`src/hw/rtl/ssnf_pkg.sv`:
```
// ----------------------------------------------------------------------------
// ssnf_pkg
// Shared types, constants and the segment lookup for the number formatter.
// ----------------------------------------------------------------------------
package ssnf_pkg;

  // Digit group limit and counter width (counter must hold the limit itself)
  localparam int unsigned MaxDigits = 16;
  localparam int unsigned PosW      = 5;
  localparam int unsigned CfgW      = 5;

  localparam logic [PosW-1:0] MaxDigitsV   = PosW'(MaxDigits);
  localparam logic [CfgW-1:0] NumDigitsRst = CfgW'(4);

  localparam logic [7:0] CharDot = 8'h2E;

  typedef enum logic {
    StIdle,
    StFill
  } state_e;

  // controller -> datapath
  typedef struct packed {
    logic take_in;    // accept the input word this cycle
    logic fill_step;  // load one blank fill result
  } ctrl_cmd_t;

  // datapath -> controller
  typedef struct packed {
    logic slot_free;    // output register free at this edge
    logic fill_needed;  // current input word leaves positions to blank
    logic fill_last;    // current fill position is the last one
  } dp_status_t;

  // bit0 = segment A ... bit6 = segment G; unknown codes are blank
  function automatic logic [6:0] seg_lookup(input logic [7:0] code);
    logic [6:0] seg;
    seg = 7'h00;
    case (code)
      8'h20: seg = 7'h00;  // space
      8'h2D: seg = 7'h40;  // minus
      8'h30: seg = 7'h3F;
      8'h31: seg = 7'h06;
      8'h32: seg = 7'h5B;
      8'h33: seg = 7'h4F;
      8'h34: seg = 7'h66;
      8'h35: seg = 7'h6D;
      8'h36: seg = 7'h7D;
      8'h37: seg = 7'h07;
      8'h38: seg = 7'h7F;
      8'h39: seg = 7'h6F;
      8'h41: seg = 7'h77;  // A
      8'h42: seg = 7'h7F;
      8'h43: seg = 7'h39;
      8'h44: seg = 7'h3F;
      8'h45: seg = 7'h79;
      8'h46: seg = 7'h71;
      8'h47: seg = 7'h3D;
      8'h48: seg = 7'h76;
      8'h49: seg = 7'h06;
      8'h4A: seg = 7'h1E;
      8'h4B: seg = 7'h70;
      8'h4C: seg = 7'h38;
      8'h4D: seg = 7'h2B;
      8'h4E: seg = 7'h37;
      8'h4F: seg = 7'h3F;
      8'h50: seg = 7'h73;
      8'h51: seg = 7'h6B;
      8'h52: seg = 7'h31;
      8'h53: seg = 7'h6D;
      8'h54: seg = 7'h31;
      8'h55: seg = 7'h3E;
      8'h56: seg = 7'h3E;
      8'h57: seg = 7'h6A;
      8'h58: seg = 7'h76;
      8'h59: seg = 7'h66;
      8'h5A: seg = 7'h5B;  // Z
      8'h61: seg = 7'h5F;  // a
      8'h62: seg = 7'h7C;
      8'h63: seg = 7'h58;
      8'h64: seg = 7'h5E;
      8'h65: seg = 7'h73;
      8'h66: seg = 7'h71;
      8'h67: seg = 7'h6F;
      8'h68: seg = 7'h74;
      8'h69: seg = 7'h04;
      8'h6A: seg = 7'h0C;
      8'h6B: seg = 7'h75;
      8'h6C: seg = 7'h30;
      8'h6D: seg = 7'h55;
      8'h6E: seg = 7'h54;
      8'h6F: seg = 7'h5C;
      8'h70: seg = 7'h73;
      8'h71: seg = 7'h67;
      8'h72: seg = 7'h50;
      8'h73: seg = 7'h50;
      8'h74: seg = 7'h78;
      8'h75: seg = 7'h1C;
      8'h76: seg = 7'h50;
      8'h77: seg = 7'h50;
      8'h78: seg = 7'h50;
      8'h79: seg = 7'h50;
      8'h7A: seg = 7'h50;  // z
      8'hF1: seg = 7'h55;
      8'hF6: seg = 7'h5D;
      default: seg = 7'h00;
    endcase
    return seg;
  endfunction

endpackage

```
`src/hw/rtl/seven_segment_number_formatter_top.sv`:
```
// ----------------------------------------------------------------------------
// seven_segment_number_formatter_top
// Turns a number string, rightmost character first, into seven-segment words.
// ----------------------------------------------------------------------------
// Usage:
//   - Input channel (in_valid_i / in_stall_o): one character word per
//     transfer. has_char_i = 0 or end_of_string_i = 1 closes the string.
//   - Output channel (out_valid_o / out_stall_i): one word per digit
//     written; last_result_o marks the final word caused by an input word.
//   - Config channel (cfg_valid_i / cfg_ready_o): digit count, always ready.
//     Write only while the block is idle. Values above 16 act as 16.
// Timing:
//   - A character result is registered and shows in the cycle after accept.
//   - A character word is taken every cycle while the output drains.
//   - A string end blanks the remaining positions at one word per cycle
//     while the output drains, run by the fill state of the controller;
//     input is stalled meanwhile.
// Stall: a stalled output word holds; the input stalls while the output
//   register is full and stalled, so nothing is lost.
// Reset: position counter and pending point clear, digit count is 4,
//   output register empty.
// ----------------------------------------------------------------------------
module seven_segment_number_formatter_top (
  input  logic                      clk_i,
  input  logic                      rst_ni,
  // configuration
  input  logic                      cfg_valid_i,
  output logic                      cfg_ready_o,
  input  logic [ssnf_pkg::CfgW-1:0] cfg_num_digits_i,
  // character input
  input  logic                      in_valid_i,
  output logic                      in_stall_o,
  input  logic                      has_char_i,
  input  logic [7:0]                char_code_i,
  input  logic                      end_of_string_i,
  // digit output
  output logic                      out_valid_o,
  input  logic                      out_stall_i,
  output logic [3:0]                digit_position_o,
  output logic [6:0]                segments_o,
  output logic                      decimal_point_o,
  output logic                      last_result_o
);
  import ssnf_pkg::*;

  ctrl_cmd_t  cmd;
  dp_status_t status;

  // Register write is never back-pressured
  assign cfg_ready_o = 1'b1;

  ssnf_ctrl u_ctrl (
    .clk_i      (clk_i),
    .rst_ni     (rst_ni),
    .in_valid_i (in_valid_i),
    .in_stall_o (in_stall_o),
    .status_i   (status),
    .cmd_o      (cmd)
  );

  ssnf_datapath u_datapath (
    .clk_i            (clk_i),
    .rst_ni           (rst_ni),
    .cfg_valid_i      (cfg_valid_i && cfg_ready_o),
    .cfg_num_digits_i (cfg_num_digits_i),
    .has_char_i       (has_char_i),
    .char_code_i      (char_code_i),
    .end_of_string_i  (end_of_string_i),
    .out_valid_o      (out_valid_o),
    .out_stall_i      (out_stall_i),
    .digit_position_o (digit_position_o),
    .segments_o       (segments_o),
    .decimal_point_o  (decimal_point_o),
    .last_result_o    (last_result_o),
    .cmd_i            (cmd),
    .status_o         (status)
  );

  // No input word is taken while the fill sequence runs
  a_no_accept_in_fill : assert property (@(posedge clk_i) disable iff (!rst_ni)
    cmd.fill_step |-> !(in_valid_i && !in_stall_o))
    else $error("input accepted during fill");

  // A load only happens into a free output register
  a_load_into_free : assert property (@(posedge clk_i) disable iff (!rst_ni)
    (cmd.take_in || cmd.fill_step) |-> status.slot_free)
    else $error("output register overwritten");

  // Once a non-final word drains, the next word of the same input follows
  a_burst_continues : assert property (@(posedge clk_i) disable iff (!rst_ni)
    (out_valid_o && !out_stall_i && !last_result_o) |=> out_valid_o)
    else $error("gap inside a result burst");

  // Fill words are always blank with the point off
  a_fill_blank : assert property (@(posedge clk_i) disable iff (!rst_ni)
    cmd.fill_step |=> (segments_o == 7'h00) && !decimal_point_o)
    else $error("fill word not blank");

endmodule

```
`src/hw/rtl/ssnf_ctrl.sv`:
```
// ----------------------------------------------------------------------------
// ssnf_ctrl
// Sequencer: takes input words, then steps the blank fill of a string end.
// ----------------------------------------------------------------------------
module ssnf_ctrl (
  input  logic                  clk_i,
  input  logic                  rst_ni,
  input  logic                  in_valid_i,
  output logic                  in_stall_o,
  input  ssnf_pkg::dp_status_t  status_i,
  output ssnf_pkg::ctrl_cmd_t   cmd_o
);
  import ssnf_pkg::*;

  state_e state_q, state_d;

  always_ff @(posedge clk_i or negedge rst_ni) begin
    if (!rst_ni) begin
      state_q <= StIdle;
    end else begin
      state_q <= state_d;
    end
  end

  always_comb begin
    state_d         = state_q;
    in_stall_o      = 1'b1;
    cmd_o.take_in   = 1'b0;
    cmd_o.fill_step = 1'b0;
    case (state_q)
      StIdle: begin
        in_stall_o    = !status_i.slot_free;
        cmd_o.take_in = in_valid_i && status_i.slot_free;
        if (cmd_o.take_in && status_i.fill_needed) begin
          state_d = StFill;
        end
      end
      StFill: begin
        cmd_o.fill_step = status_i.slot_free;
        if (status_i.slot_free && status_i.fill_last) begin
          state_d = StIdle;
        end
      end
      default: begin
        state_d = StIdle;
      end
    endcase
  end

endmodule

```
`src/hw/rtl/ssnf_datapath.sv`:
```
// ----------------------------------------------------------------------------
// ssnf_datapath
// Position counter, pending point, digit count and the output register.
// ----------------------------------------------------------------------------
module ssnf_datapath (
  input  logic                      clk_i,
  input  logic                      rst_ni,
  input  logic                      cfg_valid_i,
  input  logic [ssnf_pkg::CfgW-1:0] cfg_num_digits_i,
  input  logic                      has_char_i,
  input  logic [7:0]                char_code_i,
  input  logic                      end_of_string_i,
  output logic                      out_valid_o,
  input  logic                      out_stall_i,
  output logic [3:0]                digit_position_o,
  output logic [6:0]                segments_o,
  output logic                      decimal_point_o,
  output logic                      last_result_o,
  input  ssnf_pkg::ctrl_cmd_t       cmd_i,
  output ssnf_pkg::dp_status_t      status_o
);
  import ssnf_pkg::*;

  logic [CfgW-1:0] num_digits_q;
  logic [PosW-1:0] pos_q, pos_d;
  logic            dot_q, dot_d;
  logic            out_valid_q, out_valid_d;
  logic [3:0]      pos_out_q, pos_out_d;
  logic [6:0]      seg_q, seg_d;
  logic            dp_q, dp_d;
  logic            last_q, last_d;

  logic [PosW-1:0] n_digits;
  logic [PosW-1:0] pos_inc;
  logic [PosW-1:0] pos_after;
  logic            room;
  logic            is_end;
  logic            emit_char;
  logic            fill_needed;
  logic            fill_last;

  assign n_digits    = (PosW'(num_digits_q) > MaxDigitsV) ? MaxDigitsV : PosW'(num_digits_q);
  assign pos_inc     = pos_q + PosW'(1);
  assign room        = pos_q < n_digits;
  assign is_end      = !has_char_i || end_of_string_i;
  assign emit_char   = has_char_i && room && (char_code_i != CharDot);
  assign pos_after   = emit_char ? pos_inc : pos_q;
  assign fill_needed = is_end && (pos_after < n_digits);
  assign fill_last   = pos_inc >= n_digits;

  assign status_o.slot_free   = !out_valid_q || !out_stall_i;
  assign status_o.fill_needed = fill_needed;
  assign status_o.fill_last   = fill_last;

  always_comb begin
    pos_d       = pos_q;
    dot_d       = dot_q;
    out_valid_d = out_valid_q && out_stall_i;
    pos_out_d   = pos_out_q;
    seg_d       = seg_q;
    dp_d        = dp_q;
    last_d      = last_q;
    if (cmd_i.take_in) begin
      if (has_char_i && room && (char_code_i == CharDot)) begin
        dot_d = 1'b1;
      end
      if (emit_char) begin
        out_valid_d = 1'b1;
        pos_out_d   = pos_q[3:0];
        seg_d       = seg_lookup(char_code_i);
        dp_d        = dot_q;
        last_d      = !fill_needed;
        pos_d       = pos_inc;
        dot_d       = 1'b0;
      end
      if (is_end) begin
        dot_d = 1'b0;
        pos_d = fill_needed ? pos_after : '0;
      end
    end else if (cmd_i.fill_step) begin
      out_valid_d = 1'b1;
      pos_out_d   = pos_q[3:0];
      seg_d       = 7'h00;
      dp_d        = 1'b0;
      last_d      = fill_last;
      pos_d       = fill_last ? '0 : pos_inc;
    end
  end

  always_ff @(posedge clk_i or negedge rst_ni) begin
    if (!rst_ni) begin
      num_digits_q <= NumDigitsRst;
      pos_q        <= '0;
      dot_q        <= 1'b0;
      out_valid_q  <= 1'b0;
    end else begin
      if (cfg_valid_i) begin
        num_digits_q <= cfg_num_digits_i;
      end
      pos_q       <= pos_d;
      dot_q       <= dot_d;
      out_valid_q <= out_valid_d;
    end
  end

  always_ff @(posedge clk_i) begin
    pos_out_q <= pos_out_d;
    seg_q     <= seg_d;
    dp_q      <= dp_d;
    last_q    <= last_d;
  end

  assign out_valid_o      = out_valid_q;
  assign digit_position_o = pos_out_q;
  assign segments_o       = seg_q;
  assign decimal_point_o  = dp_q;
  assign last_result_o    = last_q;

endmodule

```
`config.mk`:
```
export PLATFORM = sky130hd
export DESIGN_NAME = seven_segment_number_formatter_top
export DESIGN_NICKNAME = d
export VERILOG_FILES = /design/src/hw/rtl/ssnf_pkg.sv /design/src/hw/rtl/seven_segment_number_formatter_top.sv /design/src/hw/rtl/ssnf_ctrl.sv /design/src/hw/rtl/ssnf_datapath.sv
export SDC_FILE = /design/constraint.sdc
export NUM_CORES = 1
export LEC_CHECK = 0
export BUFFER_PORTS_ARGS = -buffer_cell sky130_fd_sc_hd__buf_2
export CAP_MARGIN = 0
export CORE_ASPECT_RATIO = 1.5
export CORE_UTILIZATION = 51
export CTS_BUF_LIST = sky130_fd_sc_hd__clkbuf_8
export DETAILED_ROUTE_END_ITERATION = 6
export GPL_ROUTABILITY_DRIVEN = 0
export PLACE_DENSITY = 0.78
export REMOVE_ABC_BUFFERS = 1
export SYNTH_ARGS = -nofsm -noshare
export SYNTH_HDL_FRONTEND = slang
export SYNTH_SLANG_ARGS = --single-unit
```
`constraint.sdc`:
```
create_clock -name clk_i -period 2.9 [get_ports clk_i]
set_input_delay 0.58 -clock clk_i [delete_from_list [all_inputs] [get_ports clk_i]]
set_output_delay 0.58 -clock clk_i [all_outputs]
set_load 0.01 [all_outputs]
```
After elaboration in Yosys (flattened, before gate mapping)

Memory sizes are Yosys's and may differ from the RTL's.
Cells that the tools add are included.

Memories kept: 1
Bits of input ports: 20
Output and inout port bits: 16
ROM bits: 1,792
Word-level logic and storage cells: 69
Bits in registers: 26

Equality and inequality tests: 3
Bitwise logic cells: 1
Reduce and logical (&&, ||, !) cells: 19
Add/sub/neg operators: 1
$lt $le $gt $ge: 4
Muxes and demuxes: 31

Memories:

| memory          | words | width | rd ports | clocked after memory_dff | write ports | line           | text |
|---|---|---|---|---|---|---|---|
| (no name shown) | 256   | 7     | 1        | 0                        | 0           | ssnf_pkg.sv:39 | `case (code)` |

Operator list:

| cell                  | count |
|---|---|
| $mux W5               | 7 |
| $mux W7               | 3 |
| $mux W1               | 17 |
| $mux W4               | 3 |
| $lt A5 B5 Y1          | 2 |
| $eq A8 B6 Y1 const B  | 1 |
| $logic_and A1 B1 Y1   | 8 |
| $ne A8 B6 Y1 const B  | 1 |
| $add A5 B1 Y5 const B | 1 |
| $ge A5 B5 Y1          | 1 |
| $gt A5 B5 Y1 const B  | 1 |
| $logic_not A1 Y1      | 5 |
| $reduce_and A2 Y1     | 2 |
| $reduce_bool A3 Y1    | 1 |
| $logic_or A1 B1 Y1    | 2 |
| $ne A2 B1 Y1 const B  | 1 |
| $pmux W1 S2           | 1 |
| $reduce_bool A2 Y1    | 1 |
| $not A1 Y1            | 1 |

Longest topological paths before layout

Depth after elaboration: 11
Mapped depth: 15
Gate-level depth less buffers: 15

By module

Synthesis repeated with hierarchy kept, for this count alone.

Cells, all modules: 293
Area total of the unflattened synthesis: 2,411.1 um^2

Modules (own cells, without submodules):

| module                             | area each (um^2) | instances | cells each | sequential area each (um^2) |
|---|---|---|---|---|
| ssnf_datapath                      | 2,337.2          | 1         | 284        | 691.9 |
| ssnf_ctrl                          | 62.6             | 1         | 7          | 25.0 |
| seven_segment_number_formatter_top | 11.3             | 1         | 2          | 0.0 |

Least setup slack after synthesis

Ideal clock, no wire load.

Kind: in2reg
Start: input port char_code_i[0]
End: register u_datapath.pos_q[3]
Required time: 2.757 ns
Path buffers: 1
Setup time: 0.143 ns
Setup slack: -0.313 ns
Arrival: 3.070 ns
Stages on the path: 15
Cell sequence: inv_1 ha_1 nand2_1 or4_1 buf_2 nand3_1 nor2_1 xnor2_1 ha_1 nand4_1 a21oi_1 o21ai_0 and4_1 o21ai_1 o221ai_1

Longest elaborated chain between the ends: 8

Ends and longest elaborated chain:

| what                    | line                                     | text |
|---|---|---|
| from (decl)             | seven_segment_number_formatter_top.sv:34 | `input logic [7:0] char_code_i,` |
| $ne A8 B6 Y1 (*)        | ssnf_datapath.sv:46                      | `assign emit_char = has_char_i && room && (char_code_i != CharDot);` |
| $logic_and A1 B1 Y1 (*) | ssnf_datapath.sv:46                      |  |
| $mux W5 (*)             | ssnf_datapath.sv:47                      | `assign pos_after = emit_char ? pos_inc : pos_q;` |
| $lt A5 B5 Y1            | ssnf_datapath.sv:48                      | `assign fill_needed = is_end && (pos_after < n_digits);` |
| $logic_and A1 B1 Y1     | ssnf_datapath.sv:48                      |  |
| $mux W5                 | ssnf_datapath.sv:78                      | `pos_d = fill_needed ? pos_after : '0;` |
| $mux W5 (*)             | ssnf_datapath.sv:76                      | `if (is_end) begin` |
| $mux W5 (*)             | ssnf_datapath.sv:63                      | `if (cmd_i.take_in) begin` |
| to (signal assigned)    | ssnf_datapath.sv:100                     | `pos_q <= pos_d;` |
| to (decl)               | ssnf_datapath.sv:25                      | `logic [PosW-1:0] pos_q, pos_d;` |

Mark *: on every way between the ends. The rest lies on a longest branch, timed or not.
A chain may end at the register's enable or synchronous reset.

Final worst setup path

Start: register u_datapath.num_digits_q[2]
End: register u_datapath.pos_q[3]

Longest elaborated chain between the ends: 11
Elaborated cells between the ends (all ways): 14
Classes of those cells: 4 x order compare; 7 x mux; 3 x reduce/logical

Ends and longest elaborated chain:

| what                             | line                | text |
|---|---|---|
| from (decl)                      | ssnf_datapath.sv:24 | `logic [CfgW-1:0] num_digits_q;` |
| from (signal assigned)           | ssnf_datapath.sv:92 | `num_digits_q <= NumDigitsRst;` |
| from (signal assigned)           | ssnf_datapath.sv:98 | `num_digits_q <= cfg_num_digits_i;` |
| $gt A5 B5 Y1                     | ssnf_datapath.sv:42 | `assign n_digits = (PosW'(num_digits_q) > MaxDigitsV) ? MaxDigitsV : PosW'(num_digits_q);` |
| $mux W5 (*)                      | ssnf_datapath.sv:42 |  |
| $lt A5 B5 Y1                     | ssnf_datapath.sv:44 | `assign room = pos_q < n_digits;` |
| $logic_and A1 B1 Y1 (2 in a row) | ssnf_datapath.sv:46 |  |
| $mux W5                          | ssnf_datapath.sv:47 |  |
| $lt A5 B5 Y1                     | ssnf_datapath.sv:48 |  |
| $logic_and A1 B1 Y1              | ssnf_datapath.sv:48 |  |
| $mux W5                          | ssnf_datapath.sv:78 |  |
| $mux W5                          | ssnf_datapath.sv:76 |  |
| $mux W5 (*)                      | ssnf_datapath.sv:63 |  |

Mark *: on every way between the ends. The rest lies on a longest branch, timed or not. The select of a mux whose other input is x is not followed.

==> key figures <==
Status
  – Status: finished with violations
  – Violated checks: DRC, setup timing

Synthesis
  – Yosys reg bits: 26
  – Post-synthesis compound-gate area fraction: 0.278
  – Synthesized area: 2360 sq um
  – Mux contribution to synthesized area: 0.0445
  – EDFF count, synth: 13
  – Async SR Flop Fraction: 0.500
  – Post-synthesis xor/xnor area fraction: 0.0223
  – Synth Instances: about 280
  – Ys flop type: edfxtp_1
  – Post-Synth Simple-Gate Area: 0.181
  – Post-synth cell types: 57
  – Synth Area in Adders: 0.106
  – Largest family of logic cells by synthesized area: compound AO/OA/AOI/OAI gates
  – Synth warnings: 0
  – Register area share after synthesis: 0.304
  – Syn Area/Cell: about 8.3 sq um

Floorplanning
  – Total die area: 4910 sq um
  – Starting density of the core: 0.529
  – Chip width: 57.6 um
  – # IOs: 36
  – Site row count: 30
  – Die extent in y: 85.3 um
  – Core ar.: between 4000 and 5000 sq um

GRT
  – Tot GR Track Use: 0.272
  – Largest net degree at the start of global routing: 40
  – First-pass GRT wire length: around 10000 um
  – Met1 Use GR: 0.285
  – Vias in the first global route: roughly 2300
  – Global Route met2 Usage: 0.512
  – Grt total ovfl: 0
  – Met3 global-route usage: 0.0213
  – Initial antenna violation count: 0
  – Most used routing layer: met2

Pwr
  – LEAKAGE: between 1 and 1.5 nW
  – Power Dens Cells: 769 nW/um^2
  – VDD IR max: about 0.00030 V

Final layout
  – Design Area, Final: between 3000 and 4000 sq um
  – Synth-to-Final Area Change: 28.1%
  – Final net count: 387
  – Utilization after layout: 0.677
  – Number of diodes: 0
  – Commonest cells after routing, fill and taps aside: buf_4 (42), buf_2 (34), nand2_1 (26)
  – Non-Filler Instances: 394
  – Fraction of layout cells with a size suffix above 1: 0.324
  – Most common cell after layout, fill and taps aside: buf_4

Clocking
  – Clk slew on worst S/H paths: roughly 0.090 ns
  – CTS Sinks: 26
  – Worst-case clock buffer depth: 2
  – Clock latency at the later pin of the worst-skew pair: between 0.2 and 0.3 ns
  – Clock buffer count from CTS: 3
  – Htree depth: 1
  – Clock Tree Root: clkbuf_8
  – CTS tree: done

Drt
  – Drt drc: 6
  – DRT iter0 DRCs: 131
  – WL per Instance: roughly 17 um
  – Vias per cell: between 6 and 7
  – First-pass DRT Iterations: 7
  – Routed WL: just under 7000 um
  – Routed Antenna Nets: 0
  – Total vias in the final route: between 2000 and 2500

STA
  – Hold WS: ~0.18 ns
  – Min Tclk post-route: around 3.1 ns
  – RSZ-0062 raised after global routing: yes
  – Max-slew violations: 0
  – Fin worst setup slack: -0.200 ns
  – Final Cycle Share: 1.07
  – Setup violators final: 7
  – Final setup skew: roughly 0.0012 ns
  – Final Hold Viols: 0
  – Maximum clock rate: roughly 320 MHz

Placement
  – HPWL Detailed: just under 5000 um
  – IO buf count: 34
  – Cells after DPL: a little under 400
  – Cell Area, Placed: 2800 sq um

Setup path
  – Setup crit start kind: register
  – Slowest stage delay, CP: ~0.55 ns
  – Crit. End Element: register
  – Critical Path RT: a little over 3 ns
  – Crit-path max FO: 4
  – Crit-path cells: nand2_2 > ha_4 > o211a_4 > o31ai_4 > buf_6 > and2_4 > nand3_2 > xnor2_1 > ha_1 > nand4_1 > a21oi_1 > o21ai_1 > and4_1 > o21ai_2 > o221ai_1
  – Critical path class: register to register
  – CP arrival: 3.25 ns
  – Highest-delay cell along the critical path: dfstp_2

Flow run
  – Max-cap violations: 0

Worst hold path
  – HP Class: primary input to asynchronous set/reset pin
[power breakdown]
group / total, mW / internal, mW / switching, mW
clock network: 0.300 / 0.185 / 0.116
registers: 0.619 / 0.557 / 0.0624
logic: 1.41 / 0.619 / 0.787
total: 2.33 / 1.36 / 0.965
[kinds of logic after synthesis]
family | count (synthesis)
mux | 10
simple gates | 86
buf+inv | 35
compound gates | 100
xor+xnor | 6
flops | 26
fa+ha+maj | 20
other cells | 1
[worst paths after layout]
kind	start	end	slack, ns	cells past startpoint
max reg2reg	u_datapath.num_digits_q[2]	u_datapath.pos_q[3]	-0.20	15
min in group clk_i	cfg_num_digits_i[4]	u_datapath.num_digits_q[4]	0.51	3
max	u_datapath.num_digits_q[2]	u_datapath.pos_q[3]	-0.20	15
max in group asynchronous	rst_ni	u_datapath.num_digits_q[2]	2.43	1
min reg2reg	u_datapath.num_digits_q[3]	u_datapath.num_digits_q[3]	0.52	1
min	rst_ni	u_datapath.pos_q[3]	0.18	1
[cell usage after synthesis (2+ instances only)]
| cell | number | share of area |
|---|---|---|
| xor2_1 | 3 | 0.011 |
| and3_1 | 2 | 0.0053 |
| o21a_1 | 4 | 0.013 |
| a21o_1 | 6 | 0.019 |
| nor2b_1 | 7 | 0.019 |
| nor3_1 | 4 | 0.0085 |
| inv_1 | 16 | 0.025 |
| a31oi_1 | 4 | 0.011 |
| a21oi_1 | 22 | 0.047 |
| mux2_2 | 4 | 0.019 |
| clkbuf_1 | 11 | 0.017 |
| o31ai_1 | 2 | 0.0064 |
| a311oi_1 | 2 | 0.0074 |
| a211oi_1 | 3 | 0.0095 |
| nand2_1 | 28 | 0.045 |
| o211ai_1 | 2 | 0.0064 |
| nand4_1 | 2 | 0.0053 |
| o221ai_1 | 6 | 0.022 |
| buf_4 | 2 | 0.0064 |
| o2111ai_1 | 2 | 0.0074 |
| a2111oi_0 | 2 | 0.0074 |
| buf_1 | 3 | 0.0048 |
| o21ai_0 | 26 | 0.055 |
| o32ai_1 | 3 | 0.011 |
| and2_1 | 2 | 0.0053 |
| nand3b_1 | 2 | 0.0064 |
| o22ai_1 | 5 | 0.013 |
| dfrtp_1 | 12 | 0.13 |
| nand3_1 | 8 | 0.017 |
| edfxtp_1 | 13 | 0.17 |
| nand2b_1 | 8 | 0.021 |
| ha_1 | 20 | 0.11 |
| mux2i_1 | 6 | 0.025 |
| xnor2_1 | 3 | 0.011 |
| nor2_1 | 17 | 0.027 |
[cell type report]
type	count	area, sq um
multi-input combinational	223	1620
fill	364	1440
sequential	26	717
timing repair buffer	77	497
inverter	16	60.1
tap	48	60.1
clock buffer	3	41.3
clock inverter	1	30.0
[per-layer routing]
metal  wire, um  share of wire  vias up
li1           -              -     1175
met1       2520           0.37     1148
met2       3580           0.53      130
met3        343          0.050       30
met4        366          0.054        0
met5          0              0        -
[critical path: cells and delay by family (launching register included)]
kind	cells	cell delay (ns)
flops	1	0.55
fa+ha+maj	2	0.56
buf+inv	1	0.15
xor+xnor	1	0.15
compound gates	6	0.87
simple gates	5	0.67
[state kept, by name, indices dropped and copies added (netlist names)]
signal	cells
u_datapath.segments_o	7
u_datapath.num_digits_q	5
u_datapath.pos_q	5
u_datapath.digit_position_o	4
u_ctrl.state_q	1
u_datapath.decimal_point_o	1
u_datapath.dot_q	1
u_datapath.last_result_o	1
u_datapath.out_valid_o	1
[timing repair]
item,CTS,global route
hold buffers,0,0
pin swaps,15,7
setup endpoints to repair,7,7
gates resized for setup,24,9
setup buffers,2,1
[per-stage QoR]
stage / worst slack [ns] / setup TNS (ns) / total power [mW]
6_report: -0.200 / -1.26 / 2.33
5_1_grt: -0.316 / -2.02 / 2.47
2_1_floorplan: -0.316 / -1.38 / 1.29
3_5_place_dp: -0.450 / -2.28 / 1.80
4_1_cts: -0.164 / -0.928 / 2.21
3_3_place_gp: -0.307 / -1.44 / 1.77
(Power assumes the default switching activity.)
